===== src/rtl/prle_pkg.sv =====
`timescale 1ns / 1ps

package prle_pkg;

  // longest run a single count byte may carry
  localparam logic [7:0] MAX_RUN = 8'd255;

  // register index of the only configuration register
  localparam logic REG_PIXEL_BYTES = 1'b0;

  // pixel_bytes value after reset
  localparam logic [2:0] PIXEL_BYTES_RESET = 3'd1;

  // depth of the queue between front and back
  localparam int QUEUE_DEPTH = 2;

  // sequencer phases in the back part
  localparam logic [1:0] PH_RUN_A = 2'd0;
  localparam logic [1:0] PH_RUN_B = 2'd1;
  localparam logic [1:0] PH_TERM  = 2'd2;

  // one input request
  typedef struct packed {
    logic [31:0] pixel_value;
    logic        row_end;
  } pixel_t;

  // one result request
  typedef struct packed {
    logic [7:0] out_byte;
    logic       row_done;
  } result_t;

  // work for the back part caused by one pixel: an optional closed run,
  // then an optional final run followed by the row terminator
  typedef struct packed {
    logic        emit_a;
    logic [7:0]  count_a;
    logic [31:0] pixel_a;
    logic        emit_b;
    logic [7:0]  count_b;
    logic [31:0] pixel_b;
    logic [2:0]  nbytes;
  } job_t;

  // effective bytes per pixel, 1 to 4
  function automatic logic [2:0] eff_bytes(input logic [2:0] pb);
    logic [2:0] r;
    if (pb == 3'd0) begin
      r = 3'd1;
    end else if (pb > 3'd4) begin
      r = 3'd4;
    end else begin
      r = pb;
    end
    return r;
  endfunction

  // compare mask for the low nb bytes
  function automatic logic [31:0] byte_mask(input logic [2:0] nb);
    logic [31:0] m;
    case (nb)
      3'd1: m = 32'h0000_00FF;
      3'd2: m = 32'h0000_FFFF;
      3'd3: m = 32'h00FF_FFFF;
      default: m = 32'hFFFF_FFFF;
    endcase
    return m;
  endfunction

endpackage


===== src/rtl/prle_front.sv =====
`timescale 1ns / 1ps

module prle_front (
  input  logic              clk,
  input  logic              rst,
  input  logic              push,
  output logic              full,
  input  prle_pkg::pixel_t  pixel,
  input  logic [2:0]        pixel_bytes,
  output logic              job_push,
  output prle_pkg::job_t    job,
  input  logic              job_full
);

  logic [31:0] held_pixel;
  logic [7:0]  run_count;
  logic        run_open;

  logic [2:0]  nb;
  logic [31:0] mask;
  logic        extend;
  logic        accept;

  // classify the incoming pixel against the pending run
  always_comb begin
    nb     = prle_pkg::eff_bytes(pixel_bytes);
    mask   = prle_pkg::byte_mask(nb);
    extend = run_open && ((pixel.pixel_value & mask) == (held_pixel & mask))
             && (run_count < prle_pkg::MAX_RUN);
    accept = push && !job_full;
  end

  assign full = job_full;

  // job built from the classification
  always_comb begin
    job.emit_a  = run_open && !extend;
    job.count_a = run_count;
    job.pixel_a = held_pixel;
    job.emit_b  = pixel.row_end;
    job.count_b = extend ? (run_count + 8'd1) : 8'd1;
    job.pixel_b = extend ? held_pixel : pixel.pixel_value;
    job.nbytes  = nb;
    job_push    = accept && (job.emit_a || job.emit_b);
  end

  // pending run state
  always_ff @(posedge clk) begin
    if (rst) begin
      held_pixel <= '0;
      run_count  <= '0;
      run_open   <= 1'b0;
    end else if (accept) begin
      if (pixel.row_end) begin
        run_open  <= 1'b0;
        run_count <= '0;
        if (!extend) begin
          held_pixel <= pixel.pixel_value;
        end
      end else if (extend) begin
        run_count <= run_count + 8'd1;
      end else begin
        held_pixel <= pixel.pixel_value;
        run_count  <= 8'd1;
        run_open   <= 1'b1;
      end
    end
  end

endmodule


===== src/rtl/prle_queue.sv =====
`timescale 1ns / 1ps

module prle_queue (
  input  logic            clk,
  input  logic            rst,
  input  logic            wr,
  input  prle_pkg::job_t  wr_data,
  output logic            is_full,
  input  logic            rd,
  output prle_pkg::job_t  rd_data,
  output logic            is_empty
);

  localparam int PtrW = (prle_pkg::QUEUE_DEPTH > 1) ? $clog2(prle_pkg::QUEUE_DEPTH) : 1;
  localparam int CntW = $clog2(prle_pkg::QUEUE_DEPTH + 1);

  prle_pkg::job_t slots [prle_pkg::QUEUE_DEPTH];
  logic [PtrW-1:0] wr_ptr;
  logic [PtrW-1:0] rd_ptr;
  logic [CntW-1:0] fill;

  assign is_full  = (fill == CntW'(prle_pkg::QUEUE_DEPTH));
  assign is_empty = (fill == '0);
  assign rd_data  = slots[rd_ptr];

  // storage
  always_ff @(posedge clk) begin
    if (wr && !is_full) begin
      slots[wr_ptr] <= wr_data;
    end
  end

  // pointers and fill level
  always_ff @(posedge clk) begin
    if (rst) begin
      wr_ptr <= '0;
      rd_ptr <= '0;
      fill   <= '0;
    end else begin
      if (wr && !is_full) begin
        wr_ptr <= (wr_ptr == PtrW'(prle_pkg::QUEUE_DEPTH - 1)) ? '0 : wr_ptr + 1'b1;
      end
      if (rd && !is_empty) begin
        rd_ptr <= (rd_ptr == PtrW'(prle_pkg::QUEUE_DEPTH - 1)) ? '0 : rd_ptr + 1'b1;
      end
      case ({wr && !is_full, rd && !is_empty})
        2'b10:   fill <= fill + 1'b1;
        2'b01:   fill <= fill - 1'b1;
        default: fill <= fill;
      endcase
    end
  end

endmodule


===== src/rtl/prle_back.sv =====
`timescale 1ns / 1ps

module prle_back (
  input  logic              clk,
  input  logic              rst,
  input  prle_pkg::job_t    job,
  input  logic              job_empty,
  output logic              job_pop,
  output logic              empty,
  input  logic              pop,
  output prle_pkg::result_t result
);

  logic [1:0] phase;
  logic [2:0] pos;
  logic [1:0] phase_next;
  logic [2:0] pos_next;
  logic [1:0] eff_phase;
  logic       wide;
  logic [7:0] run_cnt;
  logic [31:0] run_px;
  logic [2:0] byte_sel;
  logic [7:0] byte_val;
  logic       done_bit;
  logic       last_pos;
  logic       finish;
  logic       advance;
  logic       out_valid;
  prle_pkg::result_t out_reg;

  assign wide    = (job.nbytes == 3'd4);
  assign advance = !job_empty && (!out_valid || pop);

  // pick the byte for the current phase and position
  always_comb begin
    eff_phase = phase;
    if (phase == prle_pkg::PH_RUN_A && !job.emit_a) begin
      eff_phase = prle_pkg::PH_RUN_B;
    end
    run_cnt  = (eff_phase == prle_pkg::PH_RUN_A) ? job.count_a : job.count_b;
    run_px   = (eff_phase == prle_pkg::PH_RUN_A) ? job.pixel_a : job.pixel_b;
    byte_sel = wide ? (pos - 3'd2) : (pos - 3'd1);
    done_bit = 1'b0;
    byte_val = 8'd0;
    last_pos = 1'b0;
    case (eff_phase)
      prle_pkg::PH_RUN_A, prle_pkg::PH_RUN_B: begin
        last_pos = wide ? (pos == 3'd5) : (pos == job.nbytes);
        if (pos == 3'd0) begin
          byte_val = run_cnt;
        end else if (wide && pos == 3'd1) begin
          byte_val = 8'd0;
        end else begin
          byte_val = run_px[8*byte_sel[1:0] +: 8];
        end
      end
      prle_pkg::PH_TERM: begin
        last_pos = wide ? (pos == 3'd1) : (pos == 3'd0);
        done_bit = last_pos;
      end
      default: begin
        last_pos = 1'b1;
      end
    endcase
  end

  // sequencer step
  always_comb begin
    phase_next = phase;
    pos_next   = pos + 3'd1;
    finish     = 1'b0;
    if (last_pos) begin
      pos_next = 3'd0;
      case (eff_phase)
        prle_pkg::PH_RUN_A: begin
          if (job.emit_b) begin
            phase_next = prle_pkg::PH_RUN_B;
          end else begin
            phase_next = prle_pkg::PH_RUN_A;
            finish     = 1'b1;
          end
        end
        prle_pkg::PH_RUN_B: begin
          phase_next = prle_pkg::PH_TERM;
        end
        default: begin
          phase_next = prle_pkg::PH_RUN_A;
          finish     = 1'b1;
        end
      endcase
    end
  end

  assign job_pop = advance && finish;

  // sequencer registers
  always_ff @(posedge clk) begin
    if (rst) begin
      phase <= prle_pkg::PH_RUN_A;
      pos   <= '0;
    end else if (advance) begin
      phase <= phase_next;
      pos   <= pos_next;
    end
  end

  // output register
  always_ff @(posedge clk) begin
    if (rst) begin
      out_valid <= 1'b0;
    end else if (advance) begin
      out_valid <= 1'b1;
    end else if (pop) begin
      out_valid <= 1'b0;
    end
  end

  always_ff @(posedge clk) begin
    if (advance) begin
      out_reg.out_byte <= byte_val;
      out_reg.row_done <= done_bit;
    end
  end

  assign empty  = !out_valid;
  assign result = out_reg;

endmodule


===== src/rtl/pixel_run_length_encoder.sv =====
`timescale 1ns / 1ps

// channel   direction  handshake            payload
// pixel     in         push / full          pixel_value[31:0], row_end
// result    out        pop / empty          out_byte[7:0], row_done
// config    in         apb psel/penable     pixel_bytes[2:0] at byte address 0
//
// one result byte leaves per cycle while results are popped; a pixel costs 0
// to 14 bytes, at most 6 for a differing 4-byte pixel that does not end a
// row, set by the byte-wide output sequencer. the front takes a pixel per
// cycle while the two-entry job queue has room. full follows the job queue;
// empty drops once a closed run's job passes the queue to the output register.
// reset is synchronous and clears run state, queue and output register.

module pixel_run_length_encoder (
  input  logic              clk,
  input  logic              rst,
  input  logic              push,
  output logic              full,
  input  prle_pkg::pixel_t  pixel,
  input  logic              pop,
  output logic              empty,
  output prle_pkg::result_t result,
  input  logic              psel,
  input  logic              penable,
  input  logic              pwrite,
  input  logic [2:0]        paddr,
  input  logic [31:0]       pwdata,
  output logic [31:0]       prdata,
  output logic              pready
);

  logic [2:0]     pixel_bytes;
  logic           job_push;
  logic           job_pop;
  logic           job_full;
  logic           job_empty;
  prle_pkg::job_t job_in;
  prle_pkg::job_t job_out;

  // configuration register
  assign pready = 1'b1;

  always_ff @(posedge clk) begin
    if (rst) begin
      pixel_bytes <= prle_pkg::PIXEL_BYTES_RESET;
    end else if (psel && penable && pwrite && pready
                 && paddr[2] == prle_pkg::REG_PIXEL_BYTES) begin
      pixel_bytes <= pwdata[2:0];
    end
  end

  assign prdata = (paddr[2] == prle_pkg::REG_PIXEL_BYTES) ? {29'd0, pixel_bytes} : 32'd0;

  prle_front u_front (
    .clk         (clk),
    .rst         (rst),
    .push        (push),
    .full        (full),
    .pixel       (pixel),
    .pixel_bytes (pixel_bytes),
    .job_push    (job_push),
    .job         (job_in),
    .job_full    (job_full)
  );

  prle_queue u_queue (
    .clk      (clk),
    .rst      (rst),
    .wr       (job_push),
    .wr_data  (job_in),
    .is_full  (job_full),
    .rd       (job_pop),
    .rd_data  (job_out),
    .is_empty (job_empty)
  );

  prle_back u_back (
    .clk       (clk),
    .rst       (rst),
    .job       (job_out),
    .job_empty (job_empty),
    .job_pop   (job_pop),
    .empty     (empty),
    .pop       (pop),
    .result    (result)
  );

endmodule


===== config.mk =====
export PLATFORM = sky130hd
export DESIGN_NAME = pixel_run_length_encoder
export DESIGN_NICKNAME = d
export VERILOG_FILES = /design/src/rtl/prle_pkg.sv /design/src/rtl/prle_front.sv /design/src/rtl/prle_queue.sv /design/src/rtl/prle_back.sv /design/src/rtl/pixel_run_length_encoder.sv
export SDC_FILE = /design/constraint.sdc
export NUM_CORES = 1
export LEC_CHECK = 0
export BUFFER_PORTS_ARGS = -buffer_cell sky130_fd_sc_hd__buf_2
export CAP_MARGIN = 30
export CORE_ASPECT_RATIO = 1.1
export CORE_MARGIN = 2
export CORE_UTILIZATION = 50
export DETAILED_ROUTE_END_ITERATION = 16
export PLACE_DENSITY = 0.7
export SKIP_LAST_GASP = 1
export SLEW_MARGIN = 20
export SYNTH_ARGS = -nofsm -noshare
export SYNTH_HDL_FRONTEND = slang
export SYNTH_SLANG_ARGS = --single-unit
export TNS_END_PERCENT = 30

===== constraint.sdc =====
create_clock -name clk -period 5.1 [get_ports clk]
set_clock_uncertainty 0.2 [all_clocks]
set_input_delay 0.51 -clock clk [delete_from_list [all_inputs] [get_ports clk]]
set_output_delay 0.51 -clock clk [all_outputs]
set_load 0.01 [all_outputs]

* Yosys cells after proc, flatten, opt, wreduce, memory -nomap -nowiden
Memory sizes are Yosys's and may differ from the RTL's. A register that Yosys moved wholly into a read port is not among the register bits. Cells that the tools add are included.
Word-level totals: memories kept 1, bits of input ports 75, logic and storage cells 105, register bits 63, output and inout port bits 44, bits in writable memories 170
Memories:
- u_queue.slots | words 2, width 85, rd ports 1, clocked after memory_dff 1, wr ports 1, line prle_queue.sv:17 | prle_pkg::job_t slots [prle_pkg::QUEUE_DEPTH];
Operators by class: bitwise logic cells 3, reduce and logical (&&, ||, !) cells 31, shift operators 1, order comparisons 2, equality and inequality tests 14, multiplexer cells 33, $add $sub $neg 8
Operator list (number):
- 32-bit one-hot mux with 3 select lines | 1
- 32-bit AND | 2
- 32-bit two-way mux | 2
- 8-bit two-way mux | 5
- 32-bit == test | 1
- 32-bit by 6-bit variable part select with 8-bit output | 1
- 1-bit two-way mux | 15
- 1-bit logical AND | 14
- 3-bit two-way mux | 4
- 8-bit by 1-bit adder with 8-bit output (second input constant) | 1
- 8-bit < comparator (second input constant) | 1
- 2-bit one-hot mux with 2 select lines | 2
- 2-bit == test (second input constant) | 3
- 3-bit by 1-bit == test with 1-bit output (second input constant) | 2
- 3-bit by 2-bit == test with 1-bit output (second input constant) | 2
- 3-bit == test (second input constant) | 2
- 2-bit logical NOT | 3
- 3-bit logical NOT | 2
- 1-bit logical NOT | 5
- 2-bit by 1-bit == test with 1-bit output (second input constant) | 2
- 2-bit two-way mux | 2
- 1-bit one-hot mux with 2 select lines | 2
- 2-bit AND reduction | 2
- 2-bit nonzero test | 2
- other kinds (11) | 14

* Longest topological paths before layout
Gate-level depths: netlist of the first run.
word-level depth 16, mapped depth 11, mapped depth without buffers 11

* By module
From an unflattened synthesis of the first run, not the netlist that was laid out.
Unflattened totals: cells, all modules 839, area, all modules 10980.5 um^2
Modules (own cells, without submodules):
- prle_queue | cells an instance 290, instances 1, area each 6343.6 um^2, seq. area each 5205.0 um^2
- prle_front | cells an instance 309, instances 1, area each 2603.7 um^2, seq. area each 820.8 um^2
- prle_back | cells an instance 191, instances 1, area each 1630.3 um^2, seq. area each 390.4 um^2
- pixel_run_length_encoder | cells an instance 49, instances 1, area each 402.9 um^2, seq. area each 60.1 um^2

* Worst setup path before layout of the first run
Ideal clock, no wire load.
path type register to register, start reg u_front.run_count[0], end mem u_queue.slots[0][0] (netlist name), enable pin, period minus slack after synthesis 3.975 ns, path buffers 0, data required time 4.460 ns, arrival time 3.335 ns, setup time 0.440 ns, path slack 1.125 ns, cell stages (with the launch flop) 8, cells stage by stage dfxtp_1 > ha_1 > and3_4 > and3_1 > and3_1 > nor4_4 > a21boi_0 > o211a_1
RTL lines:
- from (decl) | line prle_front.sv:16 | logic [7:0] run_count;
- from (signal assigned) | line prle_front.sv:61 | run_count <= run_count + 8'd1;
- to (decl) | line prle_queue.sv:17

==> impl_metrics.env, run 1 <==
export IMPL_vias=6234
export IMPL_postLayoutCoreUtil=0.565
export IMPL_pwr_density_cell_nw_per_um2=375
export IMPL_holdPathStages=3
export IMPL_dr_first_iter_drc_count=500
export IMPL_place_congestion=0.815
export IMPL_ys_warnings_count=0
export IMPL_yosysUniqueCellTypes=63
export IMPL_fin_nets=902
export IMPL_finalCriticalPeriod_ps=3730
export IMPL_regToRegEndpoint="u_queue.slots[0][16]$_DFFE_PP_"
export IMPL_hp_start="pwdata[2]"
export IMPL_gr_usage_met3=0.0275
export IMPL_path_common_cell="buf_4"
export IMPL_final_cell_mix="edfxtp_1, nand2_1, buf_2"
export IMPL_stdcell_area_um2=11700
export IMPL_tritoncts="built"
export IMPL_routed_wl_um=22100
export IMPL_ir_worst_vdd_mv=0.214
export IMPL_clk_pin_slew_ps=60
export IMPL_path_max_fanout=20
export IMPL_synth_top_cell_by_area="edfxtp_1"
export IMPL_cp_slowest_stage_delay_ps=590
export IMPL_tightest_slew_ps=708
export IMPL_drc=0
export IMPL_intPower_mw=3.30
export IMPL_grt_pass1_vias=6150
export IMPL_cts_resized=0
export IMPL_criticalPathCategory="reg -> reg"
export IMPL_nFillCells=1656
export IMPL_clockBufferDepth=3
export IMPL_grt_total_usage=0.202
export IMPL_synth_async_reset_ratio=0
export IMPL_cts_sinks=234
export IMPL_slowest_stage="o21ai_1"
export IMPL_core_um2=20600
export IMPL_worstPathArrival_ps=3780
export IMPL_h_tree_depth=1
export IMPL_clkLatencyLatePin_ps=520
export IMPL_num_antenna_cells=0
export IMPL_syn_cell_area_um2=10500
export IMPL_worst_r2r_startpoint="u_front.held_pixel[12]$_SDFFE_PP0P_"
export IMPL_relSlewSlack=0.515
export IMPL_post_drt_via_cell_ratio=5.69
export IMPL_synth_ff_latch_count=234
export IMPL_whs_endpoint="pixel_bytes[2]$_SDFFE_PP0P_"
export IMPL_final_common_cell="edfxtp_1"
export IMPL_reg2reg_depth=8
export IMPL_finalSetupViolations=0
export IMPL_grt_pass1_wl_um=34300
export IMPL_switching_power_mw=1.09
export IMPL_pin_count=119
export IMPL_cpLargestDelayFamily="simple AND/OR/NAND/NOR gates"
export IMPL_p_comb_frac=0.126
export IMPL_gr_max_usage_layer="met2"
export IMPL_synth_top_area_frac=0.510
export IMPL_avgSynthCellArea_um2=13.7
export IMPL_met1_usage=0.272
export IMPL_synth_edf_count=179
export IMPL_cts_hold_buf=0
export IMPL_syn_inst=772
export IMPL_drv_cap=0
export IMPL_crit_required_ps=5150
export IMPL_grt_overflow_total=0
export IMPL_power_frac_seq=0.515
export IMPL_hold_viol=0
export IMPL_antenna_left=0
export IMPL_drive_gt1_frac=0.178
export IMPL_end_kind="flip-flop"
export IMPL_cts_inserted_buffers=23
export IMPL_synth_seq_area_share=0.614
export IMPL_die_y_um=156
export IMPL_io_buffers=57
export IMPL_timing_fmax_ghz=0.268
export IMPL_die_area_um2=22300
export IMPL_cts_root_buf="clkbuf_16"
export IMPL_die_width_um=142
export IMPL_initial_core_util=0.511
export IMPL_rrSetupSlack_ps=1370
export IMPL_grt_max_degree=66
export IMPL_ys_flop_type="edfxtp_1"
export IMPL_antenna_found_initial=0
export IMPL_drv_slew=0
export IMPL_hpwl_um=14100
export IMPL_synth_area_leaders="edfxtp_1, dfxtp_1, mux4_2, mux2i_1, nand2_1"
export IMPL_worstPathCellList="xor2_1 > nor4_1 > a21boi_0 > o21ai_1 > buf_4 > and2_2 > buf_4 > mux2_1"
export IMPL_period_share=0.731
export IMPL_critPathBufInv=2
export IMPL_worstSetupStartpointType="flip-flop"
export IMPL_tns_ps=0
export IMPL_first_pass_iters=6
export IMPL_hold_path_class="in -> reg"
export IMPL_rows=55
export IMPL_grt_util_met2=0.336
export IMPL_rsz0062_at_grt="no"
export IMPL_dpl_instance_area_um2=10900
export IMPL_synthToLayoutAreaGrowth_pct=10.7
export IMPL_outcome="finished, final reports clean"
export IMPL_swShare=0.248
export IMPL_cts_setup_buffers=0
export IMPL_power_leakage_nw=4.27
export IMPL_clkPwrFrac=0.359
export IMPL_wl_per_cell_um=20.2
[worst max path at each step]
stage	from	end	slack, ps	cells past startpoint
detailed placement	pixel[13]	u_queue.slots[0][15]$_DFFE_PP_	1140	9
CTS	u_front.run_count[0]$_SDFFE_PP0P_	u_queue.slots[0][42]$_DFFE_PP_	1160	9
global placement	pixel[13]	u_queue.slots[1][16]$_DFFE_PP_	1160	9
finish	u_front.held_pixel[12]$_SDFFE_PP0P_	u_queue.slots[0][16]$_DFFE_PP_	1370	8
global route	u_front.held_pixel[12]$_SDFFE_PP0P_	u_queue.slots[0][16]$_DFFE_PP_	1180	8
floorplan	u_front.run_count[0]$_SDFFE_PP0P_	u_queue.slots[0][0]$_DFFE_PP_	1130	7
[metal layers]
layer | share of wire | vias to the layer above
li1 | - | 2948
met3 | 0.058 | 34
met1 | 0.43 | 3050
met5 | 0 | -
met4 | 0.030 | 0
met2 | 0.48 | 202
[logic make-up (layout without fill, tap and decap cells)]
family,count (synthesis),after routing,synth area share
and+or+nand+nor,190,190,0.0950
adders and majority gates,5,5,0.00593
other,2,30,0.000712
AOI/OAI and AO/OA,118,118,0.0780
DFF,234,234,0.614
buffers and inverters,89,128,0.0487
xor gates and xnor gates,41,41,0.0358
muxes,93,93,0.122
[cell type report]
type                            count  area (um^2)  area share
Sequential cell                   234         6480       0.555
Multi-Input combinational cell    477         3680       0.316
Clock buffer                       33          613      0.0525
Timing Repair Buffer               74          458      0.0392
Tap cell                          256          320      0.0274
Clock inverter                      9         73.8     0.00633
Inverter                           12         45.0     0.00386
[sequential cells by signal, indices dropped and copies added (netlist names), named ones only]
register            cells
u_back.result           9
u_queue.fill            2
u_queue.rd_ptr          1
u_front.held_pixel     32
u_back.pos              3
u_front.run_count       8
pixel_bytes             3
u_queue.wr_ptr          1
u_front.run_open        1
u_back.out_valid        1
u_queue.slots         170
u_back.phase            2
[worst min-delay path, stage by stage]
cell and delay (ps):
buf_2 70, mux2i_1 50, nor2_1 70
[per-stage QoR]
step	power (mW)	cells	setup WS, ps	hold slack, ps
floorplan	2.67	800	1130	258
global route	4.54	1095	1180	18.0
global placement	2.83	1051	1160	279
CTS	4.39	1093	1160	14.3
detailed placement	2.84	1051	1140	287
finish	4.38	1095	1370	24.7
[synthesized netlist by cell type, types with 4 or more instances]
| cell | instances |
|---|---|
| mux2_1 | 26 |
| mux2i_1 | 41 |
| and2_1 | 11 |
| a211oi_1 | 15 |
| ha_1 | 5 |
| buf_6 | 6 |
| xor2_1 | 32 |
| xnor2_1 | 8 |
| o21ai_0 | 20 |
| nor4_1 | 11 |
| a31oi_1 | 8 |
| nor2b_1 | 12 |
| buf_4 | 33 |
| nand2_1 | 80 |
| nor3_1 | 9 |
| mux4_2 | 25 |
| inv_1 | 11 |
| dfxtp_1 | 55 |
| buf_2 | 8 |
| a221oi_1 | 14 |
| and3_1 | 19 |
| o211ai_1 | 4 |
| nor2_1 | 20 |
| edfxtp_1 | 179 |
| o2111ai_1 | 5 |
| a21oi_1 | 29 |
| o21a_1 | 5 |
| clkbuf_1 | 29 |
| nand3_1 | 8 |
[power by group through the flow]
| stage | Combinational [mW] | Clock [mW] | Sequential [mW] |
|---|---|---|---|
| 6_report | 0.553 | 1.57 | 2.26 |
| 5_1_grt | 0.607 | 1.67 | 2.27 |
| 4_1_cts | 0.550 | 1.58 | 2.26 |
| 3_5_place_dp | 0.546 | 0 | 2.30 |
| 3_3_place_gp | 0.542 | 0 | 2.29 |
| 2_1_floorplan | 0.379 | 0 | 2.29 |
Note: power is estimated with default switching activity, not from simulation.
==> inputs of run 2 (changes only) <==
--- a/config.mk
+++ b/config.mk
@@ -11,7 +11,7 @@
 export CORE_MARGIN = 2
 export CORE_UTILIZATION = 50
 export DETAILED_ROUTE_END_ITERATION = 16
-export PLACE_DENSITY = 0.7
+export PLACE_DENSITY = 0.73
 export SKIP_LAST_GASP = 1
 export SLEW_MARGIN = 20
 export SYNTH_ARGS = -nofsm -noshare
==> constraint.sdc (replaced) <==
create_clock -name clk -period 3.2 [get_ports clk]
set_clock_uncertainty 0.2 [all_clocks]
set_input_delay 0.32 -clock clk [delete_from_list [all_inputs] [get_ports clk]]
set_output_delay 0.32 -clock clk [all_outputs]
set_load 0.01 [all_outputs]
==> run 2 against run 1 <==
Effect of this change:
- sequential power up 59%
- cell count up 5.3%
- global-route usage up 0.49 points
- sequential share of layout area down 2.7 points
==> impl_metrics.env, run 2 (same netlist as run 1, synthesis figures left out) <==
export IMPL_outcome="finished, final reports clean"
export IMPL_hpwl_um=14700
export IMPL_rsz0062_at_grt="yes"
export IMPL_worstPathCellList="dlygate4sd3_1 > buf_2 > xor2_1 > nor4_1 > a21boi_0 > o21ai_1 > buf_4 > and2_2 > buf_12 > mux2_1"
export IMPL_synthToLayoutAreaGrowth_pct=16.2
export IMPL_worstPathArrival_ps=3080
export IMPL_drv_slew=0
export IMPL_first_pass_iters=4
export IMPL_finalCriticalPeriod_ps=3050
export IMPL_die_width_um=142
export IMPL_gr_max_usage_layer="met2"
export IMPL_drive_gt1_frac=0.194
export IMPL_worst_r2r_startpoint="u_front.run_count[0]$_SDFFE_PP0P_"
export IMPL_grt_pass1_vias=6654
export IMPL_end_kind="flip-flop"
export IMPL_pin_count=119
export IMPL_rrSetupSlack_ps=260
export IMPL_reg2reg_depth=9
export IMPL_vias=6526
export IMPL_routed_wl_um=22700
export IMPL_cp_slowest_stage_delay_ps=530
export IMPL_die_area_um2=22300
export IMPL_die_y_um=156
export IMPL_gr_usage_met3=0.0355
export IMPL_clockBufferDepth=3
export IMPL_wl_per_cell_um=19.7
export IMPL_dr_first_iter_drc_count=541
export IMPL_criticalPathCategory="in -> reg"
export IMPL_grt_util_met2=0.355
export IMPL_startpoint="pixel[13]"
export IMPL_largest_register="u_queue.slots"
export IMPL_tritoncts="built"
export IMPL_worstSetupStartpointType="input port"
export IMPL_slowest_stage="dlygate4sd3_1"
export IMPL_relSlewSlack=0.569
export IMPL_tns_ps=0
export IMPL_fin_nets=962
export IMPL_met1_usage=0.264
export IMPL_grt_total_usage=0.207
export IMPL_io_buffers=57
export IMPL_cts_setup_buffers=0
export IMPL_cts_root_buf="clkbuf_16"
export IMPL_antenna_left=0
export IMPL_drv_cap=0
export IMPL_largest_reg_flops=170
export IMPL_finalSetupViolations=0
export IMPL_power_leakage_nw=4.55
export IMPL_grt_overflow_total=0
export IMPL_h_tree_depth=1
export IMPL_clk_pin_slew_ps=60
export IMPL_final_common_cell="edfxtp_1"
export IMPL_post_drt_via_cell_ratio=5.66
export IMPL_initial_core_util=0.511
export IMPL_timing_fmax_ghz=0.327
export IMPL_clkLatencyLatePin_ps=510
export IMPL_hold_path_class="in -> reg"
export IMPL_pwr_density_cell_nw_per_um2=573
export IMPL_final_cell_mix="edfxtp_1, nand2_1, buf_2"
export IMPL_cts_sinks=234
export IMPL_report_power_total_mw=7.02
export IMPL_hold_viol=0
export IMPL_place_congestion=0.828
export IMPL_period_share=0.954
export IMPL_rows=55
export IMPL_whs_ps=14.9
export IMPL_cts_inserted_buffers=23
export IMPL_crit_required_ps=3230
export IMPL_holdPathStages=1
export IMPL_antenna_found_initial=0
export IMPL_grt_max_degree=72
export IMPL_tightest_slew_ps=643
export IMPL_hp_start="pixel[0]"
export IMPL_grt_pass1_wl_um=35600
export IMPL_core_um2=20600
export IMPL_drc=0
export IMPL_path_max_fanout=19
export IMPL_num_antenna_cells=0
export IMPL_ir_worst_vdd_mv=0.390
run 2: changes by cell type in the layout (fill, tap and decap cells not counted), sizes merged:
cell / before / now
clkinvlp: 1 / 3
clkbuf: 33 / 30
buf: 74 / 97
bufinv: 1 / 0
dlygate4sd3: 0 / 37
run 2: per-stage QoR:
stage                     worst slack (ps)  utilization  std cells  instance area, um^2
after CTS                              132        0.592       1151                12200
after global routing                 -3.84        0.594       1153                12300
after floorplan                       -240            -        800                10600
after detailed placement               142        0.541       1075                11200
final                                  146        0.594       1153                12300
after global placement                 208        0.541       1075                11200
run 2: cell type report:
class,instances,area (um^2)
clock buffers,30,622
clock inverters,10,57.6
fillers,1587,8390
inverters,12,45.0
multi-input cells,477,3690
flip-flops and latches,234,6480
well taps,256,320
repair buffers,134,1040
run 2: final timing paths:
path,endpoint
min reg2reg,u_front.held_pixel[0]$_SDFFE_PP0P_
max,u_queue.slots[0][21]$_DFFE_PP_
max reg2reg,u_queue.slots[0][21]$_DFFE_PP_
min,u_queue.slots[0][43]$_DFFE_PP_
run 2: power by group:
group / total (mW) / internal [mW] / switching [mW]
Combinational: 0.971 / 0.404 / 0.567
Sequential: 3.60 / 3.51 / 0.0907
Clock: 2.45 / 1.37 / 1.08
Total: 7.02 / 5.28 / 1.74
run 2: critical path: cells and delay by family:
kind,cells,cell delay [ps]
and+or+nand+nor,2,690
buffers and inverters,4,1130
muxes,1,370
AOI/OAI and AO/OA,2,410
xor gates and xnor gates,1,160
run 2: routing by layer:
layer / part of all wire / vias to the layer above
li1: - / 3059
met2: 0.50 / 206
met1: 0.41 / 3210
met5: 0 / -
met4: 0.036 / 0
met3: 0.058 / 51
run 2: timing repair:
action,4_1_cts,5_1_grt
setup endpoints to repair,0,186
hold buffers,36,1
endpoints found under the hold margin,84,1
resized for setup,0,2
